==> config.mk <==
export PLATFORM = sky130hd
export DESIGN_NAME = pump_motor_interlock_unit
export DESIGN_NICKNAME = d
export VERILOG_FILES = /design/src/hw/rtl/pmi_pkg.sv /design/src/hw/rtl/pmi_cfg_regs.sv /design/src/hw/rtl/pmi_core.sv /design/src/hw/rtl/pump_motor_interlock_unit.sv
export SDC_FILE = /design/constraint.sdc
export NUM_CORES = 1
export LEC_CHECK = 0
export ABC_CLOCK_PERIOD_IN_PS = 9600
export BUFFER_PORTS_ARGS = -buffer_cell sky130_fd_sc_hd__buf_2
export CAP_MARGIN = 20
export CORE_MARGIN = 1.5
export CORE_UTILIZATION = 60
export CTS_BUF_LIST = sky130_fd_sc_hd__clkbuf_8
export DETAILED_ROUTE_END_ITERATION = 6
export GPL_ROUTABILITY_DRIVEN = 0
export HOLD_SLACK_MARGIN = 0.03
export PLACE_DENSITY = 0.85
export SYNTH_ARGS = -nofsm -noshare
export SYNTH_HDL_FRONTEND = slang
export SYNTH_HIERARCHICAL = 1
export SYNTH_SLANG_ARGS = --single-unit
==> constraint.sdc <==
create_clock -name clk -period 9.6 [get_ports clk]
set_input_delay 0 -clock clk [delete_from_list [all_inputs] [get_ports clk]]
set_output_delay 0 -clock clk [all_outputs]
set_load 0.02 [all_outputs]
==> src/hw/rtl/pmi_pkg.sv <==
// Shared types and constants for the pump motor interlock.
`timescale 1ns / 1ps

package pmi_pkg;

	localparam int unsigned CFG_IDX_W = 3;
	localparam int unsigned DATA_W    = 16;

	localparam logic signed [DATA_W-1:0] MAX_TEMP_RST     = 16'sd600;
	localparam logic signed [DATA_W-1:0] MIN_LEVEL_RST    = 16'sd20;
	localparam logic signed [DATA_W-1:0] MIN_ON_LEVEL_RST = 16'sd40;
	localparam logic        [DATA_W-1:0] FLOW_TIMEOUT_RST = 16'd2000;
	localparam logic signed [DATA_W-1:0] LEVEL_RST        = 16'sd100;
	localparam logic signed [DATA_W-1:0] TEMP_RST         = 16'sd300;
	localparam logic        [DATA_W-1:0] MS_MAX           = 16'hFFFF;

	typedef enum logic [2:0] {
		CMD_OVERLOAD = 3'd0,
		CMD_LEVEL    = 3'd1,
		CMD_FLOW     = 3'd2,
		CMD_RESET    = 3'd3,
		CMD_ON       = 3'd4,
		CMD_OFF      = 3'd5,
		CMD_TEMP     = 3'd6,
		CMD_TICK     = 3'd7
	} cmd_t;

	typedef enum logic [CFG_IDX_W-1:0] {
		REG_MAX_TEMP     = 3'd0,
		REG_MIN_LEVEL    = 3'd1,
		REG_MIN_ON_LEVEL = 3'd2,
		REG_FLOW_TIMEOUT = 3'd3
	} cfg_idx_t;

	typedef struct packed {
		cmd_t                     command;
		logic signed [DATA_W-1:0] value;
		logic                     flag;
	} pmi_in_t;

	typedef struct packed {
		logic motor_drive;
		logic level_good;
		logic flow_ok;
	} pmi_out_t;

	typedef struct packed {
		logic signed [DATA_W-1:0] trip_temp;
		logic signed [DATA_W-1:0] min_level;
		logic signed [DATA_W-1:0] min_on_level;
		logic        [DATA_W-1:0] flow_timeout_ms;
	} pmi_cfg_t;

	typedef struct packed {
		logic signed [DATA_W-1:0] water_level;
		logic signed [DATA_W-1:0] motor_temp;
		logic                     overload;
		logic                     run_request;
		logic                     level_ok;
		logic                     dry_fault;
		logic                     drive;
		logic        [DATA_W-1:0] ms_since_change;
	} pmi_state_t;

endpackage

==> src/hw/rtl/pmi_cfg_regs.sv <==
// Configuration register file of the pump motor interlock.
`timescale 1ns / 1ps

module pmi_cfg_regs (
	input  logic                            clk,
	input  logic                            arst_n,
	input  logic                            wr_en,
	input  logic [pmi_pkg::CFG_IDX_W-1:0]   wr_index,
	input  logic [pmi_pkg::DATA_W-1:0]      wr_data,
	output pmi_pkg::pmi_cfg_t               cfg
);

	pmi_pkg::pmi_cfg_t cfg_q;

	// Decode the index and store the write; unknown indexes are dropped
	always_ff @(posedge clk or negedge arst_n) begin
		if (!arst_n) begin
			cfg_q.trip_temp       <= pmi_pkg::MAX_TEMP_RST;
			cfg_q.min_level       <= pmi_pkg::MIN_LEVEL_RST;
			cfg_q.min_on_level    <= pmi_pkg::MIN_ON_LEVEL_RST;
			cfg_q.flow_timeout_ms <= pmi_pkg::FLOW_TIMEOUT_RST;
		end else if (wr_en) begin
			unique case (pmi_pkg::cfg_idx_t'(wr_index))
				pmi_pkg::REG_MAX_TEMP:     cfg_q.trip_temp       <= wr_data;
				pmi_pkg::REG_MIN_LEVEL:    cfg_q.min_level       <= wr_data;
				pmi_pkg::REG_MIN_ON_LEVEL: cfg_q.min_on_level    <= wr_data;
				pmi_pkg::REG_FLOW_TIMEOUT: cfg_q.flow_timeout_ms <= wr_data;
				default: begin
				end
			endcase
		end
	end

	assign cfg = cfg_q;

endmodule

==> src/hw/rtl/pmi_core.sv <==
// Interlock state and per-event update logic of the pump motor interlock.
`timescale 1ns / 1ps

module pmi_core (
	input  logic                clk,
	input  logic                arst_n,
	input  logic                fire,
	input  pmi_pkg::pmi_in_t    item,
	input  pmi_pkg::pmi_cfg_t   cfg,
	output pmi_pkg::pmi_out_t   result
);

	pmi_pkg::pmi_state_t st_q;
	pmi_pkg::pmi_state_t st_d;

	// Permit check: follow the run request when all interlocks are clear, else force off
	function automatic pmi_pkg::pmi_state_t try_drive(input pmi_pkg::pmi_state_t s,
			input pmi_pkg::pmi_cfg_t c);
		pmi_pkg::pmi_state_t r;
		r = s;
		if ((s.motor_temp >= c.trip_temp) || (s.water_level <= c.min_level) ||
				s.dry_fault || s.overload || !s.level_ok) begin
			r.drive = 1'b0;
		end else begin
			if (s.drive != s.run_request)
				r.ms_since_change = '0;
			r.drive = s.run_request;
		end
		return r;
	endfunction

	// Apply one event to the current state
	always_comb begin
		st_d = st_q;
		case (item.command)
			pmi_pkg::CMD_OVERLOAD: begin
				st_d.overload = item.flag;
				if (!item.flag)
					st_d = try_drive(st_d, cfg);
				if (st_d.run_request && item.flag)
					st_d.drive = 1'b0;
			end
			pmi_pkg::CMD_LEVEL: begin
				st_d.water_level = item.value;
				if (item.value >= cfg.min_on_level) begin
					st_d.level_ok = 1'b1;
					st_d = try_drive(st_d, cfg);
				end
				if (st_d.run_request && (item.value <= cfg.min_level)) begin
					st_d.level_ok = 1'b0;
					st_d.drive    = 1'b0;
				end
			end
			pmi_pkg::CMD_FLOW: begin
				if (st_d.drive && (item.value == '0) &&
						(st_d.ms_since_change > cfg.flow_timeout_ms)) begin
					st_d.dry_fault = 1'b1;
					st_d = try_drive(st_d, cfg);
				end
			end
			pmi_pkg::CMD_RESET: begin
				st_d.dry_fault = 1'b0;
				st_d = try_drive(st_d, cfg);
			end
			pmi_pkg::CMD_ON: begin
				st_d.run_request = 1'b1;
				st_d = try_drive(st_d, cfg);
			end
			pmi_pkg::CMD_OFF: begin
				st_d.run_request = 1'b0;
				st_d.drive       = 1'b0;
			end
			pmi_pkg::CMD_TEMP: begin
				st_d.motor_temp = item.value;
				if (item.value >= cfg.trip_temp)
					st_d.drive = 1'b0;
				else
					st_d = try_drive(st_d, cfg);
			end
			default: begin
				// tick: count up, saturate at the top
				if (st_d.ms_since_change != pmi_pkg::MS_MAX)
					st_d.ms_since_change = st_d.ms_since_change + 16'd1;
			end
		endcase
	end

	// Commit the new state when the event leaves the input register
	always_ff @(posedge clk or negedge arst_n) begin
		if (!arst_n) begin
			st_q.water_level     <= pmi_pkg::LEVEL_RST;
			st_q.motor_temp      <= pmi_pkg::TEMP_RST;
			st_q.overload        <= 1'b0;
			st_q.run_request     <= 1'b0;
			st_q.level_ok        <= 1'b1;
			st_q.dry_fault       <= 1'b0;
			st_q.drive           <= 1'b0;
			st_q.ms_since_change <= '0;
		end else if (fire) begin
			st_q <= st_d;
		end
	end

	assign result.motor_drive = st_d.drive;
	assign result.level_good  = st_d.level_ok;
	assign result.flow_ok     = !st_d.dry_fault;

	a_drive_needs_request: assert property (@(posedge clk) disable iff (!arst_n)
		st_q.drive |-> st_q.run_request)
		else $error("drive on without a run request");

	a_drive_needs_clear: assert property (@(posedge clk) disable iff (!arst_n)
		st_q.drive |-> (!st_q.dry_fault && st_q.level_ok && !st_q.overload))
		else $error("drive on while an interlock is active");

	a_state_holds_idle: assert property (@(posedge clk) disable iff (!arst_n)
		!fire |=> $stable(st_q))
		else $error("state changed without an event");

endmodule

==> src/hw/rtl/pump_motor_interlock_unit.sv <==
// Top level of the pump motor interlock: input register, update logic, result register.
// Usage:
//   Events enter on the in channel (in_valid, in_stall, in_data) and are
//   accepted at a clock edge with in_valid high and in_stall low. Each event
//   yields exactly one result on the out channel (out_valid, out_stall,
//   out_data) holding motor drive, level state and flow status after it.
//   Configuration is written on the cfg channel (cfg_valid, cfg_ready,
//   cfg_index, cfg_data); cfg_ready is always high. Index 0 max temperature,
//   1 min level, 2 min on level, 3 flow timeout; other indexes are ignored.
//   Write configuration only while no event is in flight.
//   An accepted event waits in the input register until the result register
//   is free, then its result is registered there and held until taken.
//   Throughput: one event per cycle while out_stall is low, set by the
//   single update stage between the input register and the result register.
//   Reset (arst_n low) empties both registers and loads the default state
//   and register values. While out_stall holds a waiting result, one more
//   event is taken into the input register, then in_stall rises.
`timescale 1ns / 1ps

module pump_motor_interlock_unit (
	input  logic                            clk,
	input  logic                            arst_n,
	input  logic                            in_valid,
	output logic                            in_stall,
	input  pmi_pkg::pmi_in_t                in_data,
	output logic                            out_valid,
	input  logic                            out_stall,
	output pmi_pkg::pmi_out_t               out_data,
	input  logic                            cfg_valid,
	output logic                            cfg_ready,
	input  logic [pmi_pkg::CFG_IDX_W-1:0]   cfg_index,
	input  logic [pmi_pkg::DATA_W-1:0]      cfg_data
);

	pmi_pkg::pmi_cfg_t cfg;
	pmi_pkg::pmi_in_t  item_s1;
	pmi_pkg::pmi_out_t result;
	pmi_pkg::pmi_out_t out_s2;
	logic              valid_s1;
	logic              valid_s2;
	logic              advance;
	logic              fire;
	logic              take;

	// Result register frees when empty or taken; input register frees when it moves on
	assign advance   = !valid_s2 || !out_stall;
	assign fire      = valid_s1 && advance;
	assign in_stall  = valid_s1 && !advance;
	assign take      = in_valid && !in_stall;
	assign cfg_ready = 1'b1;

	pmi_cfg_regs u_cfg (
		.clk      (clk),
		.arst_n   (arst_n),
		.wr_en    (cfg_valid && cfg_ready),
		.wr_index (cfg_index),
		.wr_data  (cfg_data),
		.cfg      (cfg)
	);

	pmi_core u_core (
		.clk    (clk),
		.arst_n (arst_n),
		.fire   (fire),
		.item   (item_s1),
		.cfg    (cfg),
		.result (result)
	);

	// Input register: hold the request until it reaches the update stage
	always_ff @(posedge clk or negedge arst_n) begin
		if (!arst_n) begin
			valid_s1 <= 1'b0;
		end else if (take) begin
			valid_s1 <= 1'b1;
		end else if (fire) begin
			valid_s1 <= 1'b0;
		end
	end

	always_ff @(posedge clk) begin
		if (take)
			item_s1 <= in_data;
	end

	// Result register: load on fire, drop when taken
	always_ff @(posedge clk or negedge arst_n) begin
		if (!arst_n) begin
			valid_s2 <= 1'b0;
		end else if (advance) begin
			valid_s2 <= fire;
		end
	end

	always_ff @(posedge clk) begin
		if (fire)
			out_s2 <= result;
	end

	assign out_valid = valid_s2;
	assign out_data  = out_s2;

	a_drive_implies_ok: assert property (@(posedge clk) disable iff (!arst_n)
		(out_valid && out_data.motor_drive) |-> (out_data.flow_ok && out_data.level_good))
		else $error("drive reported on while fault or low level reported");

	a_stall_only_when_blocked: assert property (@(posedge clk) disable iff (!arst_n)
		in_stall |-> (out_valid && out_stall && valid_s1))
		else $error("input stalled with a free result register");

	a_fire_loads_result: assert property (@(posedge clk) disable iff (!arst_n)
		fire |=> out_valid)
		else $error("processed request did not reach the result register");

endmodule
; Yosys cells after proc, flatten, opt, wreduce, memory -nomap -nowiden
; Cells that the tools add are included.
[totals]
register_bits = 142
inputBits = 44
output_inout_bits = 6
[op_classes]
n_addsub = 1
magnitude_cmp = 6
n_eq_ne = 20
n_mux = 30
bitwise_logic = 5
n_reduce_logical = 44
[op_table]
columns = op, n
row1 = 16-bit two-way mux, 9
row2 = 33-bit one-hot mux with 4 select lines, 1
row3 = 16-bit one-hot mux with 7 select lines, 1
row4 = 53-bit two-way mux, 2
row5 = 16-bit greater-or-equal comparator, 3
row6 = 16-bit less-or-equal comparator, 2
row7 = 21-bit two-way mux, 1
row8 = 19-bit two-way mux, 1
row9 = 18-bit two-way mux, 1
row10 = "16-bit by 1-bit adder with 16-bit output, second input constant", 1
row11 = 16-bit greater-than comparator, 1
row12 = 16-bit zero test, 1
row13 = 1-bit logical OR, 16
row14 = "16-bit != test, second input constant", 1
row15 = "2-bit != test, second input constant", 8
row16 = 5-bit AND reduction, 3
row17 = 13-bit AND reduction, 1
row18 = "3-bit by 2-bit == test with 1-bit output, second input constant", 4
row19 = 1-bit two-way mux, 11
row20 = "3-bit == test, second input constant", 3
row21 = 2-bit one-hot mux with 4 select lines, 1
row22 = 2-bit AND reduction, 4
row23 = 1-bit logical AND, 7
row24 = 1-bit one-hot mux with 7 select lines, 1
row25 = 11 further kinds, 22

; Depth between registers and ports, before layout
[logic_depth]
depth_word = 11
ltp_mapped = 14

; Cells and area by module
; The synthesis kept the hierarchy.
[by_module_without_submodules]
columns = module, instances, cells_per_inst, area_each_um2, seq_area_each_um2
row1 = pmi_core, 1, 577, 5177.5, 1336.3
row2 = pmi_cfg_regs, 1, 138, 2464.9, 1619.1
row3 = pump_motor_interlock_unit, 1, 33, 794.5, 740.7

; Worst setup path after synthesis
; OpenSTA, ideal clock, no wires.
[synth_path]
kind = register to register
start = register item_s1[12] in the netlist's numbering
end = register u_core/st_q[13] in the netlist's numbering
setup_ns = 0.126
arrival_time_ns = 2.930
slack_ns = 6.544
path_stages_with_launch = 11
n_path_buf = 0
period_less_slack_ns = 3.056
cell_sequence = edfxtp_1 > ha_1 > a21oi_2 > o21ai_1 > a311o_1 > nor2b_4 > a211o_1 > o21a_1 > nor4b_4 > o211ai_4 > a221o_1
[synth_via]
elab_chain_cells = 7
word_cells_on_any_way = 15
classes_between = order compare: 3 / eq/ne: 4 / reduce/logical: 8
[synth_rtl]
columns = element, line_no
row1 = "start, declared", pump_motor_interlock_unit.sv:36  ; pmi_pkg::pmi_in_t item_s1;
row2 = "start signal, assigned", pump_motor_interlock_unit.sv:83  ; item_s1 <= in_data;
row3 = 16-bit greater-or-equal comparator, "pmi_core.sv:21, pmi_core.sv:75"
row4 = 1-bit logical OR (2 in series), pmi_core.sv:21  ; if ((s.motor_temp >= c.trip_temp) || (s.water_level <= c.min_level) ||
row5 = 1-bit logical OR (2 in series), pmi_core.sv:22  ; s.dry_fault || s.overload || !s.level_ok) begin
row6 = 2-bit != test (no source line), -
row7 = 13-bit AND reduction (no source line) *, -
row8 = "end signal, assigned", pmi_core.sv:100  ; st_q <= st_d;
row9 = "end, declared", pmi_core.sv:13  ; pmi_pkg::pmi_state_t st_q;
; Every way passes the cells marked *; elsewhere a longest branch is shown, timed or not.
; A chain may end at the register's enable or synchronous reset.

; Final worst setup path
[layout_path]
start = register item_s1[2] in the netlist's numbering
end = register u_core/st_q[1] in the netlist's numbering
; Same word-level chain as after synthesis.

==> flow_metrics.py <==
metrics = {
    "die": {
        "rows": 43,
        "die_w_microns": 122,
        "die_h_microns": 122,
        "io_pins": 50,
        "die-area_sq_um": 14800,
        "initial_core_util_pct": 61.0,
        "coreArea_sq_um": 13800,
    },
    "finish": {
        "layout-drive-gt1-share_pct": 26.5,
        "fillers": 966,
        "multi_input_area_sq_um": 4280,
        "area_growth_pct": 13.3,
        "nets": 978,
        "regArea_sq_um": 3700,
        "diodes": 0,
    },
    "synthesis": {
        "yosysMostFrequentCell": "mux2_2",
        "yosysTopAreaCell": "dfrtp_1",
        "ys.flop_type": "dfrtp_1",
        "ys_seq_area_share_pct": 43.8,
        "synth_edf_count": 23,
        "ys_types": 73,
        "yosys.area.top_type_share_pct": 28.8,
        "synth-async-reset-ratio_pct": 83.8,
        "syn_inst": 748,
        "synthesis.area_sq_um": 8440,
        "syn_avg_cell_area_sq_um": 11.3,
        "synth.net_count": 889,
        "ys_top_cells_by_count": "mux2_2 (98), dfrtp_1 (97), ha_1 (97)",
        "yosys_warnings": 6,
        "synthTopCellsByArea": "dfrtp_1 (29%), ha_1 (14%), mux2_2 (13%)",
        "ys_seq_elements": 142,
    },
    "routing": {
        "drc_errors": 0,
        "ant_nets": 0,
        "viasPerCell": 6.15,
        "post_drt_wl_per_cell_microns": 19.9,
        "drtIter0Drc": 530,
        "via_count": 6338,
        "first_pass_iters": 5,
        "routed_wl_microns": 20500,
    },
    "sta": {
        "slew_headroom_pct": 34.4,
        "setup_slack_ps": 5910,
        "finalHoldViolations": 0,
        "fmax_mhz": 271,
        "worst_pin_slew_ps": 981,
        "fin_crit_sh_pct": 38.4,
        "setup_viol": 0,
        "fin_skew_ps": 15.5,
        "rsz0062_at_grt": "no",
        "finalMaxSlewViolations": 0,
        "tns_ps": 0,
        "period_minus_slack_ps": 3690,
    },
    "power_and_ir_drop": {
        "pwr-share-seq_pct": 43.5,
        "p_leak_uw": 0.00433,
        "intPower_uw": 1260,
        "p_clk_share_pct": 23.5,
        "switching_share_pct": 35.6,
        "finalPower_uw": 1960,
        "ir_drop_v": 0.000137,
        "power_density_nw_per_um2": 205,
        "comb_power_share_pct": 33.0,
        "p_switching_uw": 698,
    },
    "critical_path": {
        "r2r_cells": 10,
        "rr_endpoint": "u_core/st_q[1]$_DFFE_PN0P_",
        "crit_end": "u_core/st_q[1]$_DFFE_PN0P_",
        "endpoint_kind": "flip-flop",
        "r2r_slack_ps": 5910,
        "crit_path_start": "item_s1[2]$_DFFE_PP_",
        "cp_cell_sequence": "ha_1, nor2b_1, o211ai_1, a2111oi_0, a211oi_1, mux2i_1, o21a_1, nor4b_4, and2_1, a32o_2",
        "cp_slowest_cell": "nor4b_4",
        "r2r_start": "item_s1[2]$_DFFE_PP_",
        "critPathMaxFanout": 15,
        "worstPathRequired_ps": 9990,
        "cpPeakStageDelay_ps": 620,
        "crit_arrival_ps": 4080,
        "path_class": "flip-flop to flip-flop",
        "crit_path_start_kind": "flip-flop",
    },
    "placement": {
        "port_buffers": 48,
        "dp_hpwl_microns": 14500,
        "dp_slack_ps": 6020,
    },
    "cts": {
        "clk_transition_reported_paths_ps": 80,
        "cts_tree": "done",
        "clock_path_buffers": 2,
        "cts.sinks": 142,
        "post_cts_buffers": 0,
        "ctsHtreeMaxLevel": 4,
        "clkLatencyLatePin_ps": 460,
        "cts_resized": 0,
        "root_buffer": "clkbuf_8",
        "cts_buffers": 17,
        "ctsHoldBuffers": 40,
    },
    "grt": {
        "grt_pass1_wl_microns": 33200,
        "grt_overflow": 0,
        "grt_pass1_vias": 6576,
        "antenna_found_initial": 0,
        "track_usage_pct": 29.9,
        "grt_start_max_net_pins": 70,
    },
    "hold_path": {
        "hold_class": "input port to asynchronous set/reset pin",
    },
    "outcome": {
        "status": "finished clean",
    },
    "job": {
        "drv_cap": 0,
    },
}
sequential cells by signal (all words and copies together), names as in the netlist:
signal and flops:
out_valid 1, valid_s1 1, out_data 3, u_core/st_q 53, u_cfg/cfg 64, item_s1 20
per-layer routing:
metal / GRT usage (%) / up-vias / share of wire, %
met4: 13.5 / 0 / 3.1
met3: 7.02 / 53 / 5.0
li1: - / 2939 / -
met1: 36.9 / 3132 / 42
met5: 0 / - / 0
met2: 50.0 / 214 / 50
per-stage QoR:
stage,cells,util (%),hold slack (ps),area [sq um]
after global placement,957,63.3,77.6,8760
final,1030,69.1,133,9560
after detailed placement,957,63.3,81.1,8760
after CTS,1029,68.9,122,9530
after global routing,1030,69.1,159,9560
after floorplan,748,-,-296,8440
worst max-delay path: cells and delay by family (launching register included):
kind,cells,cell delay [ps]
simple gates,3,1370
compound gates,5,1170
flops,1,490
fa+ha+maj,1,360
mux,1,220
layout make-up:
cell class,count,share of cell area [%]
multi-input combinational,506,44.8
sequential,142,38.7
timing repair buffer,92,7.25
inverter,78,3.06
clock buffer,17,2.45
tap,180,2.36
clock inverter,15,1.44
power by group through the flow:
stage	logic, uW	registers, uW	clock network, uW
after CTS	630	850	469
after floorplan	468	827	0
final	647	853	461
after detailed placement	611	860	0
after global placement	582	853	0
after global routing	717	868	497
cells by family (layout without fill, tap and decap cells):
family / count (synthesis) / after routing / share of synthesized area (%)
muxes: 101 / 101 / 13.4
buffers and inverters: 100 / 202 / 5.50
adders and majority gates: 97 / 97 / 14.4
AOI/OAI and AO/OA: 126 / 126 / 10.4
DFF: 142 / 142 / 43.8
and+or+nand+nor: 177 / 177 / 12.0
other: 1 / 1 / 0.0444
xor gates and xnor gates: 4 / 4 / 0.415
how the worst min path moves through the flow:
stage / startpoint / endpoint / slack (ps)
after CTS: arst_n / u_cfg/cfg[49]$_DFFE_PN0P_ / 120
after floorplan: arst_n / out_valid$_DFFE_PN0P_ / -300
after global placement: arst_n / u_cfg/cfg[1]$_DFFE_PN0P_ / 80
after detailed placement: arst_n / u_cfg/cfg[0]$_DFFE_PN0P_ / 80
final: arst_n / u_core/st_q[38]$_DFFE_PN0P_ / 130
after global routing: arst_n / u_cfg/cfg[0]$_DFFE_PN0P_ / 160
cell usage in the layout (no fill, tap or decap), drive strengths merged, types with 8 or more instances in the layout:
cell type,instances
ha,97
a221o,9
dlygate4sd3,40
nor4,8
nand3,27
edfxtp,23
a21oi,38
o21ai,17
nor2b,10
and3,9
dfstp,22
nor3,14
buf,52
mux2,98
nor2,22
inv,84
a31oi,11
nand2,35
o211ai,12
clkbuf,17
nand4,22
dfrtp,97
(Power assumes the default switching activity.)
